<file path="src/rtl/afe_pkg.sv">
// Shared types, constants and microcode for the affine transform engine.
// Used by afe_mul, afe_sqrt, afe_div, afe_ctrl, afe_dp and the top level.
`timescale 1ns / 1ps
`default_nettype none
package afe_pkg;

  localparam int FRAC_BITS_DEF   = 16;
  localparam int COORD_WIDTH_DEF = 32;
  localparam int DW              = 64;
  localparam int PW              = 128;
  localparam int PC_W            = 7;

  // program entry points in the microcode store
  localparam int P_IDENT = 0;
  localparam int P_TRANS = 2;
  localparam int P_ROT   = 4;
  localparam int P_XF    = 97;
  localparam int P_LAST  = 116;

  typedef enum logic [2:0] {
    CMD_IDENT = 3'd0,
    CMD_TRANS = 3'd1,
    CMD_ROT   = 3'd2,
    CMD_POINT = 3'd3,
    CMD_VEC   = 3'd4
  } cmd_t;

  typedef enum logic [4:0] {
    U_NOP, U_LOAD, U_IDENT, U_TRANS, U_CLRSUM, U_CLRACC, U_MUL, U_SQRT, U_DIV,
    U_CHECK, U_OMC, U_WRNM, U_COMMIT, U_ADDT, U_OUTW, U_EMIT, U_END
  } uop_op_t;

  typedef enum logic [2:0] {
    SK_IN, SK_UNIT, SK_OMC, SK_T, SK_NORM, SK_R, SK_MAT
  } src_kind_t;

  typedef enum logic [2:0] {
    DK_SUM, DK_ACC, DK_T, DK_PP, DK_UNIT, DK_NORM
  } dst_kind_t;

  typedef struct packed {
    src_kind_t  kind;
    logic [3:0] idx;
  } src_t;

  typedef struct packed {
    dst_kind_t  kind;
    logic [3:0] idx;
  } dst_t;

  typedef struct packed {
    uop_op_t    op;
    src_t       a;
    src_t       b;
    dst_t       dst;
    logic [3:0] idx;
  } uop_t;

  typedef struct packed {
    logic unit_done;
    logic degenerate;
  } dp_stat_t;

  typedef enum logic [1:0] {
    ST_IDLE, ST_ISSUE, ST_WAIT, ST_EMIT
  } ctrl_state_t;

  function automatic uop_t mk(uop_op_t op, src_kind_t ak, int ai, src_kind_t bk, int bi,
                              dst_kind_t dk, int di, int ix);
    uop_t u;
    u.op       = op;
    u.a.kind   = ak;
    u.a.idx    = 4'(ai);
    u.b.kind   = bk;
    u.b.idx    = 4'(bi);
    u.dst.kind = dk;
    u.dst.idx  = 4'(di);
    u.idx      = 4'(ix);
    return u;
  endfunction

  function automatic uop_t mk_op(uop_op_t op, int ix);
    return mk(op, SK_IN, 0, SK_IN, 0, DK_SUM, 0, ix);
  endfunction

  // Microcode store: identity, translate, rotate, transform.
  function automatic uop_t ucode(logic [PC_W-1:0] pc);
    uop_t u;
    int   o;
    int   st;
    int   pa;
    int   pb;
    u  = mk_op(U_END, 0);
    o  = int'(pc);
    pa = 0;
    pb = 0;
    if (o == P_IDENT) begin
      u = mk_op(U_IDENT, 0);
    end else if (o == P_TRANS) begin
      u = mk_op(U_TRANS, 0);
    end else if (o >= P_ROT && o < P_XF) begin
      o = o - P_ROT;
      if (o == 0 || o == 5) begin
        u = mk_op(U_CLRSUM, 0);
      end else if (o >= 1 && o <= 3) begin
        u = mk(U_MUL, SK_IN, o - 1, SK_IN, o - 1, DK_SUM, 0, 0);
      end else if (o == 4) begin
        u = mk(U_SQRT, SK_IN, 0, SK_IN, 0, DK_NORM, 0, 0);
      end else if (o == 6 || o == 7) begin
        u = mk(U_MUL, SK_IN, o - 3, SK_IN, o - 3, DK_SUM, 0, 0);
      end else if (o == 8) begin
        u = mk(U_SQRT, SK_IN, 0, SK_IN, 0, DK_NORM, 1, 0);
      end else if (o == 9) begin
        u = mk_op(U_CHECK, 0);
      end else if (o >= 10 && o <= 14) begin
        u = mk(U_DIV, SK_IN, o - 10, SK_NORM, (o < 13) ? 0 : 1, DK_UNIT, o - 10, 0);
      end else if (o == 15) begin
        u = mk_op(U_OMC, 0);
      end else if (o >= 16 && o <= 27) begin
        st = (o - 16) >> 1;
        case (st)
          0: begin pa = 0; pb = 0; end
          1: begin pa = 1; pb = 1; end
          2: begin pa = 2; pb = 2; end
          3: begin pa = 0; pb = 1; end
          4: begin pa = 0; pb = 2; end
          default: begin pa = 1; pb = 2; end
        endcase
        if (((o - 16) & 1) == 0)
          u = mk(U_MUL, SK_UNIT, pa, SK_UNIT, pb, DK_T, 0, 0);
        else
          u = mk(U_MUL, SK_T, 0, SK_OMC, 0, DK_PP, st, 0);
      end else if (o >= 28 && o <= 30) begin
        // z*s, y*s, x*s
        u = mk(U_MUL, SK_UNIT, 30 - o, SK_UNIT, 4, DK_PP, o - 22, 0);
      end else if (o >= 31 && o <= 90) begin
        for (int e = 0; e < 12; e++) begin
          if (o >= 31 + e * 5 && o < 36 + e * 5) begin
            st = o - 31 - e * 5;
            if (st == 0)
              u = mk_op(U_CLRACC, 0);
            else if (st == 4)
              u = mk_op(U_WRNM, e);
            else
              u = mk(U_MUL, SK_R, (e >> 2) * 3 + st - 1, SK_MAT, (st - 1) * 4 + (e & 3),
                     DK_ACC, 0, 0);
          end
        end
      end else if (o == 91) begin
        u = mk_op(U_COMMIT, 0);
      end
    end else if (o >= P_XF) begin
      o = o - P_XF;
      if (o < 18) begin
        for (int i = 0; i < 3; i++) begin
          if (o >= i * 6 && o < i * 6 + 6) begin
            st = o - i * 6;
            if (st == 0)
              u = mk_op(U_CLRACC, 0);
            else if (st == 4)
              u = mk_op(U_ADDT, i * 4 + 3);
            else if (st == 5)
              u = mk_op(U_OUTW, i);
            else
              u = mk(U_MUL, SK_MAT, i * 4 + st - 1, SK_IN, st - 1, DK_ACC, 0, 0);
          end
        end
      end else if (o == 18) begin
        u = mk_op(U_EMIT, 0);
      end
    end
    return u;
  endfunction

endpackage
`default_nettype wire

</file>
<file path="src/rtl/afe_ctrl.sv">
// Controller: walks the microcode store, sequences the arithmetic units and
// owns the handshakes. Depends on afe_pkg.
`timescale 1ns / 1ps
`default_nettype none
module afe_ctrl (
  input  wire logic              clk,
  input  wire logic              rst_n,
  input  wire logic              in_tvalid,
  output logic                   in_tready,
  input  wire logic [2:0]        in_tuser,
  output logic                   out_tvalid,
  input  wire logic              out_tready,
  output afe_pkg::uop_t          dp_cmd,
  input  wire afe_pkg::dp_stat_t dp_stat
);
  import afe_pkg::*;

  ctrl_state_t     state_r, state_nxt;
  logic [PC_W-1:0] pc_r, pc_nxt;
  logic            out_valid_r, out_valid_nxt;
  uop_t            uop;
  logic            slot_free;
  logic            emit_go;

  assign uop       = ucode(pc_r);
  assign slot_free = !out_valid_r || out_tready;
  assign emit_go   = (state_r == ST_EMIT) && slot_free;

  always_comb begin
    state_nxt = state_r;
    pc_nxt    = pc_r;
    case (state_r)
      ST_IDLE: begin
        if (in_tvalid) begin
          state_nxt = ST_ISSUE;
          case (in_tuser)
            CMD_IDENT: pc_nxt = PC_W'(P_IDENT);
            CMD_TRANS: pc_nxt = PC_W'(P_TRANS);
            CMD_ROT:   pc_nxt = PC_W'(P_ROT);
            CMD_POINT, CMD_VEC: pc_nxt = PC_W'(P_XF);
            default:   state_nxt = ST_IDLE;
          endcase
        end
      end
      ST_ISSUE: begin
        case (uop.op)
          U_END:   state_nxt = ST_IDLE;
          U_EMIT:  state_nxt = ST_EMIT;
          U_MUL, U_SQRT, U_DIV: state_nxt = ST_WAIT;
          U_CHECK: begin
            if (dp_stat.degenerate) state_nxt = ST_IDLE;
            else pc_nxt = pc_r + 1'b1;
          end
          default: pc_nxt = pc_r + 1'b1;
        endcase
      end
      ST_WAIT: begin
        if (dp_stat.unit_done) begin
          state_nxt = ST_ISSUE;
          pc_nxt    = pc_r + 1'b1;
        end
      end
      ST_EMIT: begin
        if (slot_free) begin
          state_nxt = ST_ISSUE;
          pc_nxt    = pc_r + 1'b1;
        end
      end
      default: state_nxt = ST_IDLE;
    endcase
    out_valid_nxt = emit_go ? 1'b1 : (out_tready ? 1'b0 : out_valid_r);
  end

  always_comb begin
    in_tready  = (state_r == ST_IDLE);
    out_tvalid = out_valid_r;
    dp_cmd     = mk_op(U_NOP, 0);
    case (state_r)
      ST_IDLE:  if (in_tvalid) dp_cmd = mk_op(U_LOAD, 0);
      // output register is loaded only from ST_EMIT, once the slot is free
      ST_ISSUE: dp_cmd = (uop.op == U_EMIT) ? mk_op(U_NOP, 0) : uop;
      ST_EMIT:  if (slot_free) dp_cmd = mk_op(U_EMIT, 0);
      default:  dp_cmd = mk_op(U_NOP, 0);
    endcase
  end

  always_ff @(posedge clk) begin
    if (!rst_n) begin
      state_r     <= ST_IDLE;
      pc_r        <= '0;
      out_valid_r <= 1'b0;
    end else begin
      state_r     <= state_nxt;
      pc_r        <= pc_nxt;
      out_valid_r <= out_valid_nxt;
    end
  end

  a_wait_on_unit: assert property (@(posedge clk) disable iff (!rst_n)
    state_r == ST_WAIT |-> (uop.op == U_MUL || uop.op == U_SQRT || uop.op == U_DIV))
    else $error("waiting on a single-cycle micro-op");

  a_done_in_wait: assert property (@(posedge clk) disable iff (!rst_n)
    dp_stat.unit_done |-> state_r == ST_WAIT)
    else $error("unit finished while controller not waiting");

  a_pc_range: assert property (@(posedge clk) disable iff (!rst_n)
    state_r == ST_ISSUE |-> pc_r <= PC_W'(P_LAST))
    else $error("program counter ran past the microcode store");

endmodule
`default_nettype wire

</file>
<file path="config.mk">
export PLATFORM = sky130hd
export DESIGN_NAME = afe_ctrl
export DESIGN_NICKNAME = d
export VERILOG_FILES = /design/src/rtl/afe_pkg.sv /design/src/rtl/afe_ctrl.sv
export SDC_FILE = /design/constraint.sdc
export NUM_CORES = 1
export LEC_CHECK = 0
export BUFFER_PORTS_ARGS = -buffer_cell sky130_fd_sc_hd__buf_2
export CORE_ASPECT_RATIO = 1.75
export CORE_MARGIN = 2
export CORE_UTILIZATION = 45
export DETAILED_ROUTE_END_ITERATION = 7
export RECOVER_POWER = 100
export SLEW_MARGIN = 5
export SYNTH_ARGS = -nofsm -noshare
export SYNTH_HDL_FRONTEND = slang
export SYNTH_SLANG_ARGS = --single-unit
</file>
<file path="constraint.sdc">
create_clock -name clk -period 9.45 [get_ports clk]
set_input_delay 1.89 -clock clk [delete_from_list [all_inputs] [get_ports clk]]
set_output_delay 1.89 -clock clk [all_outputs]
set_load 0.03 [all_outputs]
</file>
After elaboration in Yosys (flattened, before gate mapping)
Index checks and enable logic that the tools add are counted.
{"block": "word_totals", "word_cells": 312, "register_bits": 10, "output_inout_bits": 32}
{"block": "classes", "n_eq_ne": 53, "addsub": 67, "order_cmp": 43, "reduce_logical": 56, "muxes": 90}
{"cell": "$mux 30", "count": 34}
{"cell": "$mux 29", "count": 34}
{"cell": "$logic_not 32->1", "count": 18}
{"cell": "$eq 10x4->1 const B", "count": 11}
{"cell": "$pmux 30 s3", "count": 1}
{"cell": "$sub 4x2->4 const B", "count": 18}
{"cell": "$eq 31x2->1 const B", "count": 2}
{"cell": "$pmux 7 s4", "count": 2}
{"cell": "$sub 9x7->10 const B", "count": 5}
{"cell": "$eq 8x4->1 const B", "count": 6}
{"cell": "$ge 8x7->1 const B", "count": 6}
{"cell": "$lt 8x7->1 const B", "count": 6}
{"cell": "$lt 8x8->1 const B", "count": 6}
{"cell": "$eq 9x4->1 const B", "count": 5}
{"cell": "$ge 8x8->1 const B", "count": 5}
{"cell": "$eq 31x1->1 const B", "count": 1}
{"cell": "$eq 31x3->1 const B", "count": 1}
{"cell": "$sub 9x6->10 const B", "count": 3}
{"cell": "$mux 7", "count": 4}
{"cell": "$mux 26", "count": 1}
{"cell": "$add 4x3->4 const B", "count": 6}
{"cell": "$add 4x4->4 const A", "count": 6}
{"cell": "$eq 8x5->1 const B", "count": 3}
{"cell": "$ge 8x6->1 const B", "count": 3}
{"cell": "61 further kinds", "count": 122}

Longest topological paths before layout
Gate-level depths: netlist of run 1.
{"block": "logic_depth", "depth_word": 36, "depth_mapped": 25}

Worst setup path before layout of run 1
OpenSTA, ideal clock, no wires.
{"block": "synth_path", "path_type": "register to output", "from": "register pc_r[2]", "to": "output dp_cmd[10] (netlist name)", "stages_incl_launch_ff": 23, "required_time_ns": 7.560, "path_slack_ns": 0.606, "arrival_time_ns": 6.954, "n_path_buf": 4, "path_cell_list": "dfxtp_1 -> buf_2 -> clkbuf_1 -> inv_1 -> ha_1 -> nand3b_1 -> and2_1 -> buf_2 -> inv_2 -> ha_1 -> a21boi_0 -> nor3_1 -> a221o_1 -> a221oi_2 -> nand2_1 -> o41ai_2 -> nor3_1 -> a211oi_4 -> a21oi_1 -> a21o_1 -> or2_2 -> clkbuf_1 -> a2111oi_0"}
{"element": "start: declaration", "line_no": "afe_ctrl.sv:19", "rtl": "logic [PC_W-1:0] pc_r, pc_nxt;"}
{"element": "start signal: assignment", "line_no": "afe_ctrl.sv:94", "rtl": "pc_r <= pc_nxt;"}
{"element": "end: declaration", "line_no": "afe_ctrl.sv:13", "rtl": "output afe_pkg::uop_t dp_cmd,"}

==> impl_metrics.csv, run 1 <==
group,metric,value,unit
sta,skew,0.00466,ns
finish,final_layout_size_suffix_gt1_share,10.7,%
pwr,ir_drop,0.134,mV
critical_path,crit_family,"compound AO/OA/AOI/OAI gates",
route,wl_met2,20900,µm
finish,multiInputGateArea,7230,µm²
sta,tns,0,ns
critical_path,required,7.56,ns
synthesis,synth_seq_cells,10,
synthesis,yosysMostFrequentCell,"nand2_1",
synthesis,yosys-top-cells-area,"ha_1 8.8%, a21oi_1 6.4%, o21ai_0 5.4%",
route,vias_per_cell,7.36,
synthesis,synth_top_area_share,8.77,%
sta,min_period,8.92,ns
placed_design,gp_congestion,1.08,
synthesis,synthCells,1212,
finish,diodes,0,
critical_path,crit_start,"pc_r[1]$_SDFFE_PN0P_",
die,die_w,105,µm
route,wl,44000,µm
clock_tree,htree_levels,1,
die,core_region_area,17500,µm²
route,wl_met3,3610,µm
synthesis,synth.avg_cell_area,6.59,µm²
worst_hold_path,hp-start,"out_tvalid$_SDFFE_PN0P_",
synthesis,synth_fp_nets,1277,
synthesis,async_flop_share,0,%
clock_tree,worst_skew_pair.late_latency,0.24,ns
outcome,outcome,"complete, no violations",
critical_path,critical_path_buf_inv_count,4,
critical_path,critPathLaunchType,"register",
finish,fillers,1897,
route,highest_layer,"met4",
clock_tree,cts_tree,"yes",
clock_tree,cts-root-buf,"clkbuf_16",
finish,area_growth,6.17,%
clock_tree,clock_path_buffers,2,
grt,grt_max_degree,36,
grt,grt_pass1_wl,64700,µm
run,cap_violations,0,
clock_tree,post-cts-setup-buffers,0,
sta,hold_ws,0.538,ns
clock_tree,ctsResizeCount,0,
sta,maxSlewHeadroom,31.8,%
synthesis,ys_top_cells_by_count,"105 x nand2_1, 103 x nor2_1, 102 x a21oi_1",
critical_path,critPathArrivalTime,7.03,ns
critical_path,regToRegStartpoint,"pc_r[1]$_SDFFE_PN0P_",
grt,grtUsageTotal,44.9,%
pwr,cellPowerDensity,185,nW/µm²
sta,hold_violations,0,
route,ant_nets,0,
route,avgRoutedWirePerCell,30.5,µm
clock_tree,cts_buffers,3,
placed_design,io_buffer_count,40,
placed_design,dp_hpwl,34100,µm
finish,fin_nets,1278,
synthesis,synth_edf_count,0,
route,drtIter0Drc,1206,
synthesis,yosysTopAreaCell,"ha_1",
route,via_count,10612,
clock_tree,cts_hold_buf,0,
finish,seq_area,201,µm²
route,drc,0,
sta,setup_ws,0.533,ns
die,dieHeight,180,µm
grt,overflow,0,
synthesis,synth_ff_type,"dfxtp_1",
synthesis,ys_seq_area_share,2.51,%
placed_design,dpl_cell_area,8430,µm²
critical_path,endpoint_kind,"output pin",
grt,antenna_found_initial,0,
finish,fin_util,48.6,%
critical_path,critPathKind,"reg2out",
synthesis,syn_area,7990,µm²
pwr,total_leakage_power,3.05,nW
die,dieArea,18900,µm²
die,io_pins,41,
critical_path,max_stage_delay,0.75,ns
critical_path,crit_path_cell_trace,"inv_1, ha_1, nand2b_1, xnor2_1, buf_4, inv_1, ha_1, nor2b_1, nor3_1, and4b_1, o21ai_0, nand4bb_1, a311o_1, a2111oi_0, o211a_1, o21ai_0, nor2_1, a21o_1, or2_2, a2111oi_0, buf_2",
critical_path,slowest_stage,"o21ai_0",
synthesis,ys_warn_count,0,
worst_hold_path,hold_path.class,"reg2reg",
sta,tightest_slew,1.01,ns
synthesis,synth_cell_types,106,
placed_design,dpl_worst_slack,1.12,ns
route,wl_met1,13900,µm
die,floorplan.rows,64,
sta,max_freq,112,MHz
sta,rsz0062_at_grt,"no",
sta,min_period_over_period,94.4,%
route,dr.pass1.iters,5,
clock_tree,cts_num_sinks,10,
clock_tree,clk_pin_slew,0.04,ns
die,start_util,45.7,%
sta,setup_violations,0,
critical_path,path_max_fanout,13,
grt,grt_pass1_vias,10291,
sta,slew_viol_final,0,
finish,fin_area,8480,µm²
## worst reg2reg max path: cells and delay by family, from the launching register on
| kind | cells | cell delay (ns) |
|---|---|---|
| compound gates | 7 | 2.54 |
| xor+xnor | 1 | 0.22 |
| fa+ha+maj | 2 | 0.89 |
| buf+inv | 3 | 0.92 |
| flops | 1 | 0.46 |
| simple gates | 8 | 1.78 |
## metrics by stage
step	instances	power, mW
finish	1442	1.57
global route	1442	1.63
CTS	1441	1.50
detailed placement	1438	1.42
global placement	1438	1.42
floorplan	1212	0.969
## cell type report
cell class                 count  area share, %
multi-input combinational   1071           85.2
timing repair buffer          93           6.60
tap                          231           3.41
sequential                    10           2.38
inverter                      34           1.51
clock buffer                   3          0.885
## logic make-up after synthesis
logic type | Yosys count | synth area share, %
simple gates | 493 | 33.2
compound gates | 452 | 39.0
buf+inv | 131 | 7.25
xor+xnor | 59 | 7.76
fa+ha+maj | 56 | 8.77
mux | 11 | 1.46
flops | 10 | 2.51
## per-layer routing
metal,GRT usage [%],vias to the layer above
met5,0,-
met4,44.6,0
met3,8.79,305
met2,77.3,729
met1,43.3,4969
li1,-,4609
## cells in the final DEF (no fill, tap or decap), types with 9 or more instances in the layout
cell type	netlist	layout
nand2_1	105	105
nor2_1	103	103
a21oi_1	102	102
o21ai_0	86	90
ha_1	56	56
nand3_1	53	53
buf_4	4	52
nor3_1	44	44
xnor2_1	42	40
a31oi_1	29	29
clkbuf_1	60	29
inv_1	27	28
nand2b_1	20	20
nor2b_1	20	20
o31ai_1	19	19
o211ai_1	18	18
a21boi_0	16	16
nor4_1	15	15
and2_1	14	13
or4_1	13	13
or3_1	13	13
nand4_1	12	12
o22ai_1	12	12
buf_2	22	12
or2_2	11	11
and3_1	11	11
a211oi_1	11	11
xor2_1	9	9
o211a_1	9	9
o311ai_0	10	9
a21o_1	9	9
dfxtp_1	10	9
## sequential cells by signal (all words and copies together), names as in the netlist
signal,count
state_r,2
pc_r,7
out_tvalid,1
## path summary, 6_finish.rpt
| check | to | slack (ns) | cells past startpoint |
|---|---|---|---|
| worst max register to register | pc_r[2]$_SDFFE_PN0P_ | 2.51 | 21 |
| worst min-delay path | out_tvalid$_SDFFE_PN0P_ | 0.54 | 2 |
| worst min register to register | out_tvalid$_SDFFE_PN0P_ | 0.54 | 2 |
| worst max-delay path | dp_cmd[10] | 0.53 | 21 |
## where the power goes
part           internal, mW  switching [mW]  leakage (nW)
registers            0.0464          0.0139        0.0821
logic                 0.451           0.981          2.93
clock network        0.0549          0.0197        0.0370
Power figures use the tool's default switching activity.
==> run 2: changes to the inputs <==
- ABC_AREA: default -> 1
==> run 2 against run 1 <==
  * Sequential share of layout area up 0.25 points
  * First-iteration DRC count is 45% lower
  * Cell area shrank 10%
  * Routed wire length decreased by 21%
  * Via count is 9.8% lower
  * Non-clock buffer count fell by 43
  * Area after synthesis fell by 9.1%
  * Global-route usage decreased by 4.4 points
  * Clock skew hardly changed
  * Fmax increased by 2.7%
  * Final cell count is 11% higher
  * Synthesized cell count up 15%
  * Largest cell class unchanged
  * Highest routed layer unchanged
==> impl_metrics.csv, run 2 <==
group,metric,value,unit
synthesis,synth_ff_type,"dfxtp_1",
critical_path,required,7.56,ns
critical_path,path_max_fanout,18,
worst_hold_path,hp-start,"state_r[0]$_SDFFE_PN0P_",
route,avgRoutedWirePerCell,21.8,µm
die,dieArea,17200,µm²
critical_path,critPathArrivalTime,6.79,ns
finish,final_common_cell,"nand2_1",
grt,grtUsageTotal,40.5,%
die,io_pins,41,
synthesis,yosysMostFrequentCell,"nand2_1",
finish,final_layout_size_suffix_gt1_share,9.57,%
sta,setup_violations,0,
finish,seq_area,200,µm²
synthesis,synth_cell_types,58,
clock_tree,cts_tree,"yes",
clock_tree,post-cts-setup-buffers,0,
clock_tree,clk_pin_slew,0.04,ns
grt,use_met3,4.41,%
sta,hold_ws,0.525,ns
sta,skew,0.00421,ns
die,core_region_area,15900,µm²
synthesis,syn_area,7260,µm²
critical_path,r2r_slack,2.73,ns
clock_tree,ctsResizeCount,0,
synthesis,ys_warn_count,0,
die,floorplan.rows,61,
sta,hold_violations,0,
critical_path,endpoint_kind,"output pin",
route,ant_nets,0,
clock_tree,cts_hold_buf,0,
finish,fillers,1861,
finish,fin_area,7630,µm²
critical_path,ff2ff_path_depth,35,
critical_path,regToRegStartpoint,"pc_r[2]$_SDFFE_PN0P_",
clock_tree,cts-root-buf,"clkbuf_16",
clock_tree,worst_skew_pair.late_latency,0.24,ns
grt,busiest_layer,"met2",
synthesis,synth_top_area_share,20.0,%
sta,min_period_over_period,91.9,%
route,drtIter0Drc,665,
critical_path,reg2reg_to,"pc_r[2]$_SDFFE_PN0P_",
run,cap_violations,0,
critical_path,slowest_stage,"ha_1",
worst_hold_path,hold_path_end,"out_tvalid$_SDFFE_PN0P_",
route,drc,0,
finish,fin_nets,1478,
clock_tree,cts_buffers,3,
critical_path,critPathLaunchType,"register",
sta,maxSlewHeadroom,36.1,%
sta,max_freq,115,MHz
synthesis,synthCells,1391,
grt,met2_usage,73.2,%
worst_hold_path,hold_path.class,"reg2reg",
finish,multiInputGateArea,6110,µm²
sta,slew_viol_final,0,
synthesis,ys_seq_area_share,2.76,%
finish,diodes,0,
synthesis,synth_seq_cells,10,
grt,grt_use_met1,39.0,%
finish,area_growth,5.14,%
route,wl,34900,µm
clock_tree,clock_path_buffers,2,
grt,grt_pass1_vias,9454,
placed_design,dp_hpwl,28100,µm
clock_tree,cts_num_sinks,10,
sta,rsz0062_at_grt,"no",
synthesis,ys_top_cells_by_count,"386 x nand2_1, 170 x inv_1, 159 x nor2_1",
die,dieHeight,172,µm
die,start_util,45.7,%
route,via_count,9572,
synthesis,synth_edf_count,0,
route,vias_per_cell,5.98,
worst_hold_path,worstHoldPathCells,2,
synthesis,async_flop_share,0,%
finish,mostFrequentLayoutCells,"389 x nand2_1, 172 x inv_1, 159 x nor2_1, 101 x nand3_1, 97 x a21oi_1",
finish,regMostFlops,"pc_r",
finish,largest_reg_flops,7,
sta,min_period,8.68,ns
sta,tightest_slew,0.956,ns
die,die_w,100,µm
critical_path,critPathKind,"reg2out",
synthesis,synth.avg_cell_area,5.22,µm²
grt,overflow,0,
critical_path,max_stage_delay,0.62,ns
outcome,outcome,"complete, no violations",
grt,grt_max_degree,34,
synthesis,yosysTopAreaCell,"nand2_1",
grt,antenna_found_initial,0,
critical_path,cpMostUsedCell,"nand2_1",
placed_design,dpl_cell_area,7600,µm²
placed_design,io_buffer_count,40,
synthesis,yosys-top-cells-area,"nand2_1 20%, ha_1 9.7%, inv_1 8.8%",
route,dr.pass1.iters,6,
placed_design,gp_congestion,1.04,
grt,grt_pass1_wl,52900,µm
clock_tree,htree_levels,1,
synthesis,synth_fp_nets,1456,
sta,tns,0,ns
## run 2: cell types whose count changed after synthesis, moves of 29 or more
cell,before,now
nor2_1,103,159
nand2_1,105,386
nand3_1,53,101
xnor2_1,42,13
clkbuf_1,60,17
inv_1,27,170
## run 2: cells by family after synthesis
logic type | Yosys count | share of synthesized area, %
AO/OA/AOI/OAI | 272 | 21.5
XOR/XNOR | 39 | 4.71
adder cells (fa/ha/maj) | 56 | 9.66
buffers and inverters | 233 | 12.7
flip-flops | 10 | 2.76
AND/OR/NAND/NOR | 781 | 48.7
## run 2: layout make-up
cell class / instances / share of cell area, %
Clock buffer: 3 / 0.984
Inverter: 200 / 9.87
Multi-Input combinational cell: 1148 / 80.1
Sequential cell: 10 / 2.62
Tap cell: 189 / 3.10
Timing Repair Buffer: 50 / 3.30
## run 2: worst max path at each step
stage	from	end	depth (start not counted)
6_report	pc_r[2]$_SDFFE_PN0P_	dp_cmd[19]	38
5_1_grt	pc_r[2]$_SDFFE_PN0P_	dp_cmd[14]	34
4_1_cts	pc_r[2]$_SDFFE_PN0P_	dp_cmd[2]	34
3_5_place_dp	pc_r[2]$_SDFFE_PN0P_	dp_cmd[2]	34
3_3_place_gp	pc_r[2]$_SDFFE_PN0P_	dp_cmd[2]	38
2_1_floorplan	pc_r[0]$_SDFFE_PN0P_	dp_cmd[6]	37
## run 2: per-layer routing
| metal | vias to the layer above | routed length, µm |
|---|---|---|
| met1 | 4317 | 11700 |
| met5 | - | 0 |
| met4 | 0 | 4070 |
| met3 | 202 | 1830 |
| li1 | 4590 | - |
| met2 | 463 | 17300 |
## run 2: worst max-delay path, delay by kind of cell, from the launching register on
family                   cells  cell delay [ns]
AO/OA/AOI/OAI                1             0.16
flip-flops                   1             0.29
buffers and inverters        9             1.82
AND/OR/NAND/NOR             25             3.16
XOR/XNOR                     1             0.18
adder cells (fa/ha/maj)      2             0.90
## run 2: through the flow
stage	worst slack [ns]	util, %	instances
after detailed placement	1.50	47.9	1597
after global routing	0.366	48.1	1600
final	0.768	48.1	1600
after CTS	1.24	48.4	1600
after global placement	1.54	47.9	1597
after floorplan	1.62	-	1391
Power of run 2 is left out: the tool's default activity adds up to more than one toggle a clock period on the data nets, which glitch-free logic cannot reach.
==> run 3: changes to the inputs <==
- GPL_TIMING_DRIVEN: default -> 0
==> run 3 against run 2 <==
  * Non-clock buffer count grew 24
  * Clock-buffer cell count is 1 higher
  * Fmax fell by 5.9%
  * Sequential cell count did not move
  * Clock skew fell by 0.0028 ns
  * Setup slack got worse by 0.55 ns
  * Critical endpoint is now dp_cmd[0]
  * Highest routed layer is now met5
==> impl_metrics.csv, run 3 (synthesized netlist as in run 2, its figures left out) <==
group,metric,value,unit
sta,slew_viol_final,0,
finish,largest_reg_flops,7,
placed_design,gp_congestion,1.00,
critical_path,path_max_fanout,16,
grt,grt_pass1_vias,9302,
sta,rsz0062_at_grt,"yes",
finish,fin_nets,1502,
critical_path,ff2ff_path_depth,40,
route,dr.pass1.iters,6,
critical_path,critPathLaunchType,"register",
placed_design,dpl_cell_area,7690,µm²
sta,maxSlewHeadroom,29.6,%
route,via_count,9646,
route,drc,0,
critical_path,regToRegStartpoint,"pc_r[0]$_SDFFE_PN0P_",
route,ant_nets,0,
outcome,outcome,"complete, no violations",
worst_hold_path,hold_path.class,"reg2reg",
critical_path,critPathKind,"reg2out",
die,core_region_area,15900,µm²
finish,mostFrequentLayoutCells,"386 x nand2_1, 170 x inv_1, 159 x nor2_1, 101 x nand3_1, 97 x a21oi_1",
clock_tree,cts_num_sinks,10,
critical_path,critPathArrivalTime,7.34,ns
critical_path,r2r_slack,2.35,ns
route,vias_per_cell,5.94,
finish,fillers,1868,
grt,grt_max_degree,17,
critical_path,critical_path_buf_inv_count,11,
placed_design,dp_hpwl,27700,µm
route,drtIter0Drc,753,
critical_path,slowest_stage,"dfxtp_1",
finish,area_growth,8.02,%
clock_tree,worst_skew_pair.late_latency,0.24,ns
clock_tree,clk_pin_slew,0.04,ns
clock_tree,cts_tree,"yes",
clock_tree,clock_path_buffers,2,
die,floorplan.rows,61,
die,die_w,100,µm
sta,tightest_slew,1.06,ns
die,start_util,45.7,%
route,avgRoutedWirePerCell,21.4,µm
clock_tree,htree_levels,1,
clock_tree,cts_buffers,3,
critical_path,cpMostUsedCell,"nand2_1",
critical_path,max_stage_delay,0.55,ns
worst_hold_path,worstHoldPathCells,2,
grt,antenna_found_initial,1,
worst_hold_path,hold_path_end,"out_tvalid$_SDFFE_PN0P_",
sta,max_freq,108,MHz
sta,hold_violations,0,
clock_tree,cts-root-buf,"clkbuf_16",
clock_tree,cts_hold_buf,0,
placed_design,io_buffer_count,39,
critical_path,crit_family,"buffers and inverters",
sta,min_period,9.23,ns
finish,regMostFlops,"pc_r",
worst_hold_path,hp-start,"state_r[0]$_SDFFE_PN0P_",
critical_path,endpoint_kind,"output pin",
critical_path,required,7.56,ns
sta,min_period_over_period,97.6,%
grt,grtUsageTotal,40.4,%
die,dieHeight,172,µm
grt,grt_pass1_wl,52600,µm
critical_path,reg2reg_to,"pc_r[0]$_SDFFE_PN0P_",
route,wl,34800,µm
sta,skew,0.00139,ns
finish,diodes,0,
finish,fin_area,7840,µm²
die,dieArea,17200,µm²
run,cap_violations,0,
finish,final_common_cell,"nand2_1",
sta,setup_violations,0,
die,io_pins,41,
finish,final_layout_size_suffix_gt1_share,11.9,%
grt,overflow,0,
[run 3: changes by cell type in the layout (fill, tap and decap cells not counted), sizes merged]
cell	previous run	this run
clkbuf	22	23
buf	31	55
[run 3: cell type report]
type                    count  area [µm²]  share of cell area, %
flip-flops and latches     10         200                   2.55
clock buffers               4        88.8                   1.13
well taps                 189         236                   3.02
plain buffers              33         178                   2.27
repair buffers             41         208                   2.65
inverters                 200         753                   9.61
multi-input cells        1148        6170                   78.8
[run 3: worst max path at each step]
stage / from / to / slack (ns) / depth (start not counted)
after floorplan: pc_r[0]$_SDFFE_PN0P_ / dp_cmd[6] / 1.62 / 37
after global placement: pc_r[0]$_SDFFE_PN0P_ / dp_cmd[2] / -1.43 / 38
after detailed placement: pc_r[0]$_SDFFE_PN0P_ / dp_cmd[2] / -1.49 / 38
after CTS: pc_r[0]$_SDFFE_PN0P_ / dp_cmd[2] / 0.07 / 41
after global routing: pc_r[0]$_SDFFE_PN0P_ / dp_cmd[2] / -0.01 / 30
final: pc_r[0]$_SDFFE_PN0P_ / dp_cmd[0] / 0.22 / 39
[run 3: stage by stage]
| stage | util, % | instances | TNS, ns | setup WS [ns] | hold slack, ns |
|---|---|---|---|---|---|
| finish | 49.4 | 1625 | 0 | 0.222 | 0.530 |
| global route | 49.4 | 1625 | -0.0116 | -0.0116 | 0.565 |
| CTS | 49.2 | 1625 | 0 | 0.0665 | 0.533 |
| detailed placement | 48.4 | 1619 | -33.86 | -1.49 | 0.526 |
| global placement | 48.4 | 1619 | -31.85 | -1.43 | 0.525 |
| floorplan | - | 1391 | 0 | 1.62 | 0.500 |
[run 3: metal layers]
layer  global-route usage, %  vias to the layer above  share of wire, %
met2                    71.7                      438                49
met4                    35.4                        2                11
met5                       0                        -             0.037
li1                        -                     4648                 -
met1                    39.7                     4357                33
met3                    7.48                      201               7.1
[run 3: what timing repair did]
action / 4_1_cts / 5_1_grt
endpoints found under the setup margin: 25 / 25
endpoints found under the hold margin: 0 / 0
pin swaps: 1 / 0
buffers inserted: 2 / 0
resized for setup: 8 / 5
[run 3: worst register-to-register path: cells and delay by family, from the launching register on]
family | cells | cell delay [ns]
flip-flops | 1 | 0.55
AO/OA/AOI/OAI | 1 | 0.38
adder cells (fa/ha/maj) | 2 | 0.79
AND/OR/NAND/NOR | 27 | 2.49
buffers and inverters | 9 | 2.42
XOR/XNOR | 1 | 0.35
Power of run 3 is left out for the same reason.
